==> src/design/gwrd_pkg.sv <==
package gwrd_pkg;

    localparam int BIN_COUNT  = 60;
    localparam int BIN_WIDTH  = 20;
    localparam int SLOT_W     = $clog2(BIN_COUNT);
    localparam int RUN_W      = BIN_WIDTH + $clog2(BIN_COUNT);
    localparam int IN_W       = 15;
    localparam int WIN_W      = 26;
    localparam int DOSE_W     = 48;
    localparam int PPB_W      = 8;
    localparam int TICK_W     = 8;
    localparam int CFG_IDX_W  = 3;
    localparam int CFG_DATA_W = 48;

    localparam logic [BIN_WIDTH-1:0] BIN_MAX   = {BIN_WIDTH{1'b1}};
    localparam logic [WIN_W-1:0]     WIN_MAX   = {WIN_W{1'b1}};
    localparam logic [DOSE_W-1:0]    DOSE_MAX  = {DOSE_W{1'b1}};
    localparam logic [TICK_W-1:0]    TICK_MAX  = {TICK_W{1'b1}};
    localparam logic [PPB_W-1:0]     PPB_RESET = 8'd10;
    localparam logic [TICK_W-1:0]    TONE_RESET = 8'd3;

    typedef enum logic [CFG_IDX_W-1:0] {
        REG_ALARM_ENABLE   = 3'd0,
        REG_POLLS_PER_BIN  = 3'd1,
        REG_RATE_THRESHOLD = 3'd2,
        REG_DOSE_THRESHOLD = 3'd3,
        REG_TONE_PERIOD    = 3'd4
    } cfg_reg_t;

    typedef struct packed {
        logic              alarm_enable;
        logic [PPB_W-1:0]  polls_per_bin;
        logic [WIN_W-1:0]  rate_threshold;
        logic [DOSE_W-1:0] dose_threshold;
        logic [TICK_W-1:0] tone_period;
    } cfg_t;

    // What the window unit reports for the tick being processed.
    typedef struct packed {
        logic                 closed;
        logic [BIN_WIDTH-1:0] closed_bin;
        logic [WIN_W-1:0]     win;
    } bin_result_t;

    typedef struct packed {
        logic tone_on;
        logic tone_select;
    } tone_t;

endpackage

==> src/design/gwrd_if.sv <==
interface gwrd_in_if;
    logic                     valid;
    logic                     ready;
    logic [gwrd_pkg::IN_W-1:0] counter_value;

    modport source (output valid, output counter_value, input ready);
    modport sink (input valid, input counter_value, output ready);
endinterface

interface gwrd_out_if;
    logic                        valid;
    logic                        ready;
    logic [gwrd_pkg::WIN_W-1:0]  window_count;
    logic [gwrd_pkg::WIN_W-1:0]  peak_count;
    logic [gwrd_pkg::DOSE_W-1:0] total_pulses;
    logic [gwrd_pkg::DOSE_W-1:0] dose_sum;
    logic                        bin_closed;
    logic                        tone_on;
    logic                        tone_select;

    modport source (output valid, output window_count, output peak_count,
                    output total_pulses, output dose_sum, output bin_closed,
                    output tone_on, output tone_select, input ready);
    modport sink (input valid, input window_count, input peak_count,
                  input total_pulses, input dose_sum, input bin_closed,
                  input tone_on, input tone_select, output ready);
endinterface

interface gwrd_cfg_if;
    logic                            valid;
    logic                            ready;
    logic [gwrd_pkg::CFG_IDX_W-1:0]  index;
    logic [gwrd_pkg::CFG_DATA_W-1:0] data;

    modport source (output valid, output index, output data, input ready);
    modport sink (input valid, input index, input data, output ready);
endinterface

==> src/design/gwrd_cfg_regs.sv <==
module gwrd_cfg_regs (
    input  logic           clk,
    input  logic           rst_n,
    gwrd_cfg_if.sink       cfg,
    output gwrd_pkg::cfg_t regs
);

    gwrd_pkg::cfg_t regs_reg;
    logic           wr_en;

    assign cfg.ready = 1'b1;
    assign wr_en     = cfg.valid;
    assign regs      = regs_reg;

    always_ff @(posedge clk or negedge rst_n)
    begin
        if (!rst_n)
        begin
            regs_reg.alarm_enable   <= 1'b0;
            regs_reg.polls_per_bin  <= gwrd_pkg::PPB_RESET;
            regs_reg.rate_threshold <= '0;
            regs_reg.dose_threshold <= '0;
            regs_reg.tone_period    <= gwrd_pkg::TONE_RESET;
        end
        else if (wr_en)
        begin
            // Writes to an index beyond the register list are dropped.
            unique case (cfg.index)
                gwrd_pkg::REG_ALARM_ENABLE:
                    regs_reg.alarm_enable <= cfg.data[0];
                gwrd_pkg::REG_POLLS_PER_BIN:
                    regs_reg.polls_per_bin <= cfg.data[gwrd_pkg::PPB_W-1:0];
                gwrd_pkg::REG_RATE_THRESHOLD:
                    regs_reg.rate_threshold <= cfg.data[gwrd_pkg::WIN_W-1:0];
                gwrd_pkg::REG_DOSE_THRESHOLD:
                    regs_reg.dose_threshold <= cfg.data[gwrd_pkg::DOSE_W-1:0];
                gwrd_pkg::REG_TONE_PERIOD:
                    regs_reg.tone_period <= cfg.data[gwrd_pkg::TICK_W-1:0];
                default:
                    regs_reg <= regs_reg;
            endcase
        end
    end

endmodule

==> src/design/gwrd_window.sv <==
module gwrd_window (
    input  logic                          clk,
    input  logic                          rst_n,
    input  logic                          tick,
    input  logic [gwrd_pkg::IN_W-1:0]     diff,
    input  logic [gwrd_pkg::PPB_W-1:0]    polls_per_bin,
    output gwrd_pkg::bin_result_t         res
);

    logic [gwrd_pkg::PPB_W-1:0]     poll_count_reg, poll_count_next;
    logic [gwrd_pkg::BIN_WIDTH-1:0] open_bin_reg, open_bin_next;
    logic [gwrd_pkg::SLOT_W-1:0]    slot_reg, slot_next;
    logic [gwrd_pkg::RUN_W-1:0]     running_sum_reg, running_sum_next;
    logic [gwrd_pkg::BIN_COUNT-1:0] valid_reg;
    logic                           old_valid_reg;
    logic [gwrd_pkg::BIN_WIDTH-1:0] old_bin_reg;
    logic [gwrd_pkg::BIN_WIDTH-1:0] ring_mem [gwrd_pkg::BIN_COUNT];

    logic [gwrd_pkg::BIN_WIDTH:0]   open_sum;
    logic [gwrd_pkg::BIN_WIDTH-1:0] open_sat;
    logic [gwrd_pkg::BIN_WIDTH-1:0] old_bin;
    logic [gwrd_pkg::PPB_W-1:0]     poll_inc;
    logic [gwrd_pkg::PPB_W-1:0]     limit;
    logic                           close;
    logic [gwrd_pkg::RUN_W-1:0]     sum_closed;

    always_comb
    begin
        open_sum = {1'b0, open_bin_reg} + (gwrd_pkg::BIN_WIDTH + 1)'(diff);
        open_sat = open_sum[gwrd_pkg::BIN_WIDTH] ? gwrd_pkg::BIN_MAX
                                                 : open_sum[gwrd_pkg::BIN_WIDTH-1:0];
        poll_inc = poll_count_reg + gwrd_pkg::PPB_W'(1);
        limit    = (polls_per_bin == '0) ? gwrd_pkg::PPB_W'(1) : polls_per_bin;
        close    = (poll_inc == '0) || (poll_inc >= limit);

        // The slot about to be overwritten was prefetched on the previous edge.
        old_bin    = old_valid_reg ? old_bin_reg : '0;
        sum_closed = running_sum_reg - gwrd_pkg::RUN_W'(old_bin)
                     + gwrd_pkg::RUN_W'(open_sat);

        poll_count_next  = close ? '0 : poll_inc;
        open_bin_next    = close ? '0 : open_sat;
        running_sum_next = close ? sum_closed : running_sum_reg;
        if (close)
            slot_next = (slot_reg == gwrd_pkg::SLOT_W'(gwrd_pkg::BIN_COUNT - 1))
                        ? '0 : slot_reg + gwrd_pkg::SLOT_W'(1);
        else
            slot_next = slot_reg;

        res.closed     = close;
        res.closed_bin = open_sat;
        res.win = (running_sum_next > gwrd_pkg::RUN_W'(gwrd_pkg::WIN_MAX))
                  ? gwrd_pkg::WIN_MAX : gwrd_pkg::WIN_W'(running_sum_next);
    end

    always_ff @(posedge clk or negedge rst_n)
    begin
        if (!rst_n)
        begin
            poll_count_reg  <= '0;
            open_bin_reg    <= '0;
            slot_reg        <= '0;
            running_sum_reg <= '0;
            valid_reg       <= '0;
            old_valid_reg   <= 1'b0;
        end
        else
        begin
            if (tick)
            begin
                poll_count_reg  <= poll_count_next;
                open_bin_reg    <= open_bin_next;
                slot_reg        <= slot_next;
                running_sum_reg <= running_sum_next;
                if (close)
                    valid_reg[slot_reg] <= 1'b1;
                old_valid_reg <= valid_reg[slot_next];
            end
            else
            begin
                old_valid_reg <= valid_reg[slot_reg];
            end
        end
    end

    // Ring memory: one write at the closing slot, one registered read of
    // the slot that the next close will overwrite. The two never coincide.
    always_ff @(posedge clk)
    begin
        if (tick && close)
            ring_mem[slot_reg] <= open_sat;
        old_bin_reg <= ring_mem[tick ? slot_next : slot_reg];
    end

endmodule

==> src/design/gwrd_alarm.sv <==
module gwrd_alarm (
    input  logic                         clk,
    input  logic                         rst_n,
    input  logic                         tick,
    input  gwrd_pkg::cfg_t               regs,
    input  logic [gwrd_pkg::WIN_W-1:0]   win,
    input  logic [gwrd_pkg::DOSE_W-1:0]  dose,
    output gwrd_pkg::tone_t              tone
);

    logic                        phase_reg, phase_next;
    logic                        active_reg, active_next;
    logic [gwrd_pkg::TICK_W-1:0] ticks_reg, ticks_next;
    logic [gwrd_pkg::TICK_W-1:0] ticks_inc;
    logic                        cond;

    always_comb
    begin
        ticks_inc = (ticks_reg == gwrd_pkg::TICK_MAX) ? ticks_reg
                                                      : ticks_reg + gwrd_pkg::TICK_W'(1);
        cond = (win > regs.rate_threshold) || (dose > regs.dose_threshold);

        phase_next  = phase_reg;
        active_next = active_reg;
        ticks_next  = ticks_inc;
        priority if (!regs.alarm_enable || !cond)
        begin
            active_next = 1'b0;
        end
        else if (ticks_inc >= regs.tone_period)
        begin
            phase_next  = ~phase_reg;
            active_next = 1'b1;
            ticks_next  = '0;
        end
        else
        begin
            // Alarm still wanted but no alternation due: the tone keeps its state.
            active_next = active_reg;
        end

        tone.tone_on     = active_next;
        tone.tone_select = active_next & ~phase_next;
    end

    always_ff @(posedge clk or negedge rst_n)
    begin
        if (!rst_n)
        begin
            phase_reg  <= 1'b0;
            active_reg <= 1'b0;
            ticks_reg  <= gwrd_pkg::TICK_MAX;
        end
        else if (tick)
        begin
            phase_reg  <= phase_next;
            active_reg <= active_next;
            ticks_reg  <= ticks_next;
        end
    end

endmodule

==> src/design/geiger_window_rate_dose_alarm_core.sv <==
// Sliding-window pulse-rate meter with dose accumulation and a two-tone alarm.
// sample: one beat per poll tick, carrying the raw free-running counter value.
// result: one beat per sample beat, in order: window count, peak, total of
//   closed bins, dose accumulator, the bin-closed flag and the tone outputs.
// cfg: register writes (index, data), always ready; write only while idle.
// A taken sample passes through the input stage and then the output register
// before it is presented on result. One sample is taken per cycle while
// result is not stalled; the bin ring, running sum and dose accumulator are
// updated as it leaves the input stage, with the next ring slot prefetched.
// An input stage and an output register part the channels, so a sample is
// still taken while a finished result waits; a stalled result holds its
// payload and the input stage fills before sample.ready drops.
// Reset clears all counters, the ring (through per-slot valid bits), the
// peak, totals and tone state, and loads the register defaults.
module geiger_window_rate_dose_alarm_core (
    input  logic         clk,
    input  logic         rst_n,
    gwrd_in_if.sink      sample,
    gwrd_out_if.source   result,
    gwrd_cfg_if.sink     cfg
);

    gwrd_pkg::cfg_t        regs;
    gwrd_pkg::bin_result_t bin_res;
    gwrd_pkg::tone_t       tone;

    logic                          s1_valid_reg;
    logic [gwrd_pkg::IN_W-1:0]     s1_diff_reg;
    logic [gwrd_pkg::IN_W-1:0]     last_reading_reg;
    logic                          take;
    logic                          adv;

    logic [gwrd_pkg::WIN_W-1:0]    peak_reg, peak_next;
    logic [gwrd_pkg::DOSE_W-1:0]   total_reg, total_next;
    logic [gwrd_pkg::DOSE_W-1:0]   dose_reg, dose_next;
    logic [gwrd_pkg::DOSE_W:0]     dose_sum;

    logic                          out_valid_reg;
    logic [gwrd_pkg::WIN_W-1:0]    out_win_reg;
    logic [gwrd_pkg::WIN_W-1:0]    out_peak_reg;
    logic [gwrd_pkg::DOSE_W-1:0]   out_total_reg;
    logic [gwrd_pkg::DOSE_W-1:0]   out_dose_reg;
    logic                          out_closed_reg;
    logic                          out_tone_on_reg;
    logic                          out_tone_sel_reg;

    assign adv          = s1_valid_reg && (!out_valid_reg || result.ready);
    assign sample.ready = !s1_valid_reg || adv;
    assign take         = sample.valid && sample.ready;

    gwrd_cfg_regs u_cfg (
        .clk   (clk),
        .rst_n (rst_n),
        .cfg   (cfg),
        .regs  (regs)
    );

    gwrd_window u_window (
        .clk           (clk),
        .rst_n         (rst_n),
        .tick          (adv),
        .diff          (s1_diff_reg),
        .polls_per_bin (regs.polls_per_bin),
        .res           (bin_res)
    );

    gwrd_alarm u_alarm (
        .clk   (clk),
        .rst_n (rst_n),
        .tick  (adv),
        .regs  (regs),
        .win   (bin_res.win),
        .dose  (dose_next),
        .tone  (tone)
    );

    always_comb
    begin
        peak_next  = (bin_res.win > peak_reg) ? bin_res.win : peak_reg;
        total_next = bin_res.closed
                     ? total_reg + gwrd_pkg::DOSE_W'(bin_res.closed_bin) : total_reg;
        dose_sum   = {1'b0, dose_reg} + (gwrd_pkg::DOSE_W + 1)'(bin_res.win);
        dose_next  = dose_sum[gwrd_pkg::DOSE_W] ? gwrd_pkg::DOSE_MAX
                                                : dose_sum[gwrd_pkg::DOSE_W-1:0];
    end

    // Input stage: the clamped difference only depends on the previous
    // sample, so it is formed as the beat is taken.
    always_ff @(posedge clk or negedge rst_n)
    begin
        if (!rst_n)
        begin
            s1_valid_reg     <= 1'b0;
            last_reading_reg <= '0;
        end
        else
        begin
            s1_valid_reg <= take || (s1_valid_reg && !adv);
            if (take)
                last_reading_reg <= sample.counter_value;
        end
    end

    always_ff @(posedge clk)
    begin
        if (take)
            s1_diff_reg <= (sample.counter_value > last_reading_reg)
                           ? sample.counter_value - last_reading_reg : '0;
    end

    always_ff @(posedge clk or negedge rst_n)
    begin
        if (!rst_n)
        begin
            peak_reg      <= '0;
            total_reg     <= '0;
            dose_reg      <= '0;
            out_valid_reg <= 1'b0;
        end
        else
        begin
            out_valid_reg <= adv || (out_valid_reg && !result.ready);
            if (adv)
            begin
                peak_reg  <= peak_next;
                total_reg <= total_next;
                dose_reg  <= dose_next;
            end
        end
    end

    always_ff @(posedge clk)
    begin
        if (adv)
        begin
            out_win_reg      <= bin_res.win;
            out_peak_reg     <= peak_next;
            out_total_reg    <= total_next;
            out_dose_reg     <= dose_next;
            out_closed_reg   <= bin_res.closed;
            out_tone_on_reg  <= tone.tone_on;
            out_tone_sel_reg <= tone.tone_select;
        end
    end

    assign result.valid        = out_valid_reg;
    assign result.window_count = out_win_reg;
    assign result.peak_count   = out_peak_reg;
    assign result.total_pulses = out_total_reg;
    assign result.dose_sum     = out_dose_reg;
    assign result.bin_closed   = out_closed_reg;
    assign result.tone_on      = out_tone_on_reg;
    assign result.tone_select  = out_tone_sel_reg;

endmodule

==> src/flat_wrapper.sv <==
// flat-port wrapper written by rule: the top's interface ports become plain ports
module geiger_window_rate_dose_alarm_core_flat 
  (clk, rst_n, sample_valid, sample_counter_value, sample_ready, result_valid, result_window_count, result_peak_count, result_total_pulses, result_dose_sum, result_bin_closed, result_tone_on, result_tone_select, result_ready, cfg_valid, cfg_index, cfg_data, cfg_ready);
  gwrd_in_if sample_i ();
  gwrd_out_if result_i ();
  gwrd_cfg_if cfg_i ();
  input  logic clk;
  input  logic rst_n;
  input wire logic [$bits(sample_i.valid)-1:0] sample_valid;
  input wire logic [$bits(sample_i.counter_value)-1:0] sample_counter_value;
  output wire logic [$bits(sample_i.ready)-1:0] sample_ready;
  output wire logic [$bits(result_i.valid)-1:0] result_valid;
  output wire logic [$bits(result_i.window_count)-1:0] result_window_count;
  output wire logic [$bits(result_i.peak_count)-1:0] result_peak_count;
  output wire logic [$bits(result_i.total_pulses)-1:0] result_total_pulses;
  output wire logic [$bits(result_i.dose_sum)-1:0] result_dose_sum;
  output wire logic [$bits(result_i.bin_closed)-1:0] result_bin_closed;
  output wire logic [$bits(result_i.tone_on)-1:0] result_tone_on;
  output wire logic [$bits(result_i.tone_select)-1:0] result_tone_select;
  input wire logic [$bits(result_i.ready)-1:0] result_ready;
  input wire logic [$bits(cfg_i.valid)-1:0] cfg_valid;
  input wire logic [$bits(cfg_i.index)-1:0] cfg_index;
  input wire logic [$bits(cfg_i.data)-1:0] cfg_data;
  output wire logic [$bits(cfg_i.ready)-1:0] cfg_ready;
  assign sample_i.valid = sample_valid;
  assign sample_i.counter_value = sample_counter_value;
  assign sample_ready = sample_i.ready;
  assign result_valid = result_i.valid;
  assign result_window_count = result_i.window_count;
  assign result_peak_count = result_i.peak_count;
  assign result_total_pulses = result_i.total_pulses;
  assign result_dose_sum = result_i.dose_sum;
  assign result_bin_closed = result_i.bin_closed;
  assign result_tone_on = result_i.tone_on;
  assign result_tone_select = result_i.tone_select;
  assign result_i.ready = result_ready;
  assign cfg_i.valid = cfg_valid;
  assign cfg_i.index = cfg_index;
  assign cfg_i.data = cfg_data;
  assign cfg_ready = cfg_i.ready;
  geiger_window_rate_dose_alarm_core u_core (.clk(clk), .rst_n(rst_n), .sample(sample_i), .result(result_i), .cfg(cfg_i));
endmodule
==> config.mk <==
export PLATFORM = sky130hd
export DESIGN_NAME = geiger_window_rate_dose_alarm_core_flat
export DESIGN_NICKNAME = d
export VERILOG_FILES = /design/src/design/gwrd_pkg.sv /design/src/design/gwrd_if.sv /design/src/design/gwrd_cfg_regs.sv /design/src/design/gwrd_window.sv /design/src/design/gwrd_alarm.sv /design/src/design/geiger_window_rate_dose_alarm_core.sv /design/src/flat_wrapper.sv
export SDC_FILE = /design/constraint.sdc
export NUM_CORES = 2
export LEC_CHECK = 0
export ABC_CLOCK_PERIOD_IN_PS = 28500
export BUFFER_PORTS_ARGS = -buffer_cell sky130_fd_sc_hd__buf_2
export CORE_MARGIN = 5
export CORE_UTILIZATION = 50
export DETAILED_ROUTE_END_ITERATION = 10
export GPL_TIMING_DRIVEN = 0
export PLACE_DENSITY = 0.67
export SYNTH_ARGS = -nofsm -noshare
export SYNTH_HDL_FRONTEND = slang
export SYNTH_HIERARCHICAL = 1
export SYNTH_SLANG_ARGS = --single-unit
==> constraint.sdc <==
create_clock -name clk -period 28.5 [get_ports clk]
set_clock_uncertainty 0.1 [all_clocks]
set_input_delay 2.85 -clock clk [delete_from_list [all_inputs] [get_ports clk]]
set_output_delay 2.85 -clock clk [all_outputs]
set_load 0.02 [all_outputs]
==> impl_results.md <==
- Status: finished, final reports clean
- Row count: 145
- CP max stage delay: 1.05 ns
- Top Usage Layer GRT: met2
- Synthesized Nets: 6534
- Via count: 53900
- Flops & latches, synth: 1747
- Number of synthesized flops with an enable pin: 1366
- Die height: 407 um
- Achievable clock frequency: 76.1 MHz
- Die area: 166000 um2
- CP Class: reg2reg
- Combinational group share of total power: 0.479
- Reg-to-reg setup timing slack: 15.35 ns
- Max-slew violations: 0
- H-tree levels: 4
- CTS max path bufs: 3
- Total track usage: 0.266
- Distinct cell type count of the synthesized netlist: 117
- Global routing usage on met1: 0.345
- Largest register FFs: 1200
- Met3 Usage GRT: 0.0544
- Pin count of the biggest net entering global routing: 107
- Critical Path RT: 28.94 ns
- Initial Util: 0.504
- Normalized max-slew margin: 0.0955
- Worst Hold Path EP: u_core/u_window/valid_reg[20]$_DFFE_PN0P_
- Hold Path Class: reg2reg
- WL per Instance: 25.4 um
- Worst path buffer plus inverter count: 4
- IO buf count: 223
- R2R Path End: u_core/result.tone_on$_DFFE_PP_
- Setup crit start kind: register
- Hold path cells: 2
- Top delay family on crit path: simple AND/OR/NAND/NOR gates
- Ranking of synthesized cells by area: edfxtp_1 (52%), dfrtp_1 (11%), nand2_1 (5.4%), ha_1 (3.5%), mux2_2 (2.2%)
- Most used flip-flop cell after synthesis: edfxtp_1
- Register area share after synthesis: 0.640
- Met2 usage: 0.427
- Clock transition at path regs: 0.06 ns
- Period minus WS final: 13.15 ns
- Hold Violations, Final: 0
- Global placement routability congestion: 0.996
- Switch Pwr: 4940 uW
- Worst reg2reg path startpoint: u_core/s1_diff_reg[0]$_SDFFCE_PP0P_
- Nets: 7013
- CP most frequent cell: ha_1
- DPL Wire Length: 161000 um
- Final setup violation count: 0
- CP Max Fanout: 64
- Max-cap violations: 0
- Worst-case vdd ir drop: 113 uV
- Leak: 0.0345 uW
- Layout cells sized above 1: 0.167
- Worst slew pin tran: 1.35 ns
- Tcrit/Tclk final: 0.461
- Post_cts resized: 0
- Setup repair bufs after CTS: 0
- Cells on worst reg2reg path: 41
- Count leader, synth: edfxtp_1
- First-pass GRT wire length: 334000 um
- Initial antenna violation count: 7
- Mean Syn Cell Area: 12.7 um2
- Inst Count DP: 8574
- Sink Count: 1747
- Vias in the first global route: 52700
- Switching share of power: 0.421
- # DRC: 0
- Cell-internal power: 6780 uW
- Root Driver: clkbuf_16
- Total CTS buffers: 178
- Vias per cell: 6.05
- Wirelength, routed: 227000 um
- Gate Count Post-Synth: 6218
- Iter 0 DRT Violations: 5953
- Io pins: 225
- Post-Layout Cell Count: 8912
- Post-synth top area share: 0.520
- Syn Std Cell Area: 78900 um2
- Worst EP arrival: 13.59 ns
- CTS tree: yes
- ANT nets after route: 0
- Crit end category: register
- Ys async rst share: 0.207
- Sequential fraction of design power: 0.316
- Synth Warn #: 6
- RSZ-0062 raised after global routing: false
- Core area: 157000 um2
- Clock power frac: 0.205
- Die Width: 407 um
- Hold-fix buffers, CTS: 0
- Most instantiated cells after synthesis: edfxtp_1 (1366), nand2_1 (1143), dfrtp_1 (349)
- CP max-delay cell: nor3_1
- Hold Crit Start: u_core/u_window/valid_reg[20]$_DFFE_PN0P_
- Congestion Overflow GR: 0
- Fillers: 12400
- Post-synth top area cell: edfxtp_1
- Layout area overhead: 14.5%
- Detailed Routing Iterations Pass 1: 6
- Setup tns final: 0 ns
- Worst-skew pair later-pin latency: 0.83 ns
- PD cells: 130 nW/um2
==> kinds of logic (layout without fill, tap and decap cells) <==
logic type               count (synthesis)  count (layout)  synth area share
AND/OR/NAND/NOR                       2120            2120             0.122
flip-flops                            1747            1747             0.640
AO/OA/AOI/OAI                         1011            1011            0.0898
buffers and inverters                  559            1192            0.0313
multiplexers                           382             382            0.0596
adder cells (fa/ha/maj)                245             245            0.0411
XOR/XNOR                               153             153            0.0170
other                                    1               4         0.0000475
==> worst min-delay path, cell delays in order, from the launching register on <==
cell     delay (ns)
dfrtp_1        0.32
inv_1          0.06
o21ai_0        0.07
==> stage by stage <==
step	utilization	hold slack (ns)	setup slack [ns]	total power [uW]	instance area [um2]
global placement	0.528	0.368	12.49	9050	82600
floorplan	-	0.339	17.76	7290	78900
finish	0.577	0.392	15.35	11700	90300
global route	0.577	0.406	14.66	12300	90300
CTS	0.577	0.388	15.02	11700	90300
detailed placement	0.538	0.374	15.10	9240	84200
==> power groups by stage <==
stage / Sequential (uW) / Combinational (uW) / Clock, uW
CTS: 3700 / 5520 / 2440
global route: 3730 / 6060 / 2550
finish: 3700 / 5610 / 2400
global placement: 3820 / 5230 / 0
floorplan: 3830 / 3460 / 0
detailed placement: 3750 / 5490 / 0
==> placed cells by master, fill, tap and decap left out, types with 106 or more instances in the layout <==
cell and instances:
ha_1 221, dfrtp_1 349, buf_2 312, edfxtp_1 1366, nand4_1 126, inv_1 227
clkbuf_1 175, a31oi_1 125, nand3_1 211, nor2_1 207, nand2_1 1143, clkbuf_16 182
a32oi_1 106, a21oi_1 188, mux2_2 150, mux2i_1 152, o21ai_0 177
==> worst max-delay path by stage <==
stage / from / to / slack, ns / depth (start not counted)
finish: u_core/s1_diff_reg[0]$_SDFFCE_PP0P_ / u_core/result.tone_on$_DFFE_PP_ / 15.35 / 41
global route: u_core/s1_diff_reg[0]$_SDFFCE_PP0P_ / u_core/result.tone_on$_DFFE_PP_ / 14.66 / 39
CTS: u_core/s1_diff_reg[0]$_SDFFCE_PP0P_ / u_core/result.tone_on$_DFFE_PP_ / 15.02 / 41
detailed placement: u_core/s1_diff_reg[2]$_SDFFCE_PP0P_ / u_core/result.tone_on$_DFFE_PP_ / 15.10 / 40
global placement: result_ready / u_core/u_window/old_bin_reg[16]$_DFF_P_ / 12.49 / 17
floorplan: result_ready / u_core/u_window/ring_mem[30][0]$_DFFE_PP_ / 17.76 / 10
==> per-layer routing <==
metal	up-vias	share of wire	wire length (um)
met4	8	0.058	13100
met3	536	0.091	20700
li1	24000	-	-
met1	26700	0.39	88100
met5	-	0.00023	53
met2	2658	0.46	105000
==> layout make-up <==
cell class | instances | area (um2) | share of cell area
diodes | 3 | 7.51 | 0.0000831
plain buffers | 310 | 1540 | 0.0170
clock buffers | 216 | 4730 | 0.0524
clock inverters | 118 | 1360 | 0.0151
inverters | 249 | 935 | 0.0103
multi-input cells | 3912 | 26200 | 0.290
flip-flops and latches | 1747 | 50500 | 0.559
well taps | 2058 | 2570 | 0.0285
repair buffers | 299 | 2530 | 0.0280
Power figures use the tool's default switching activity.
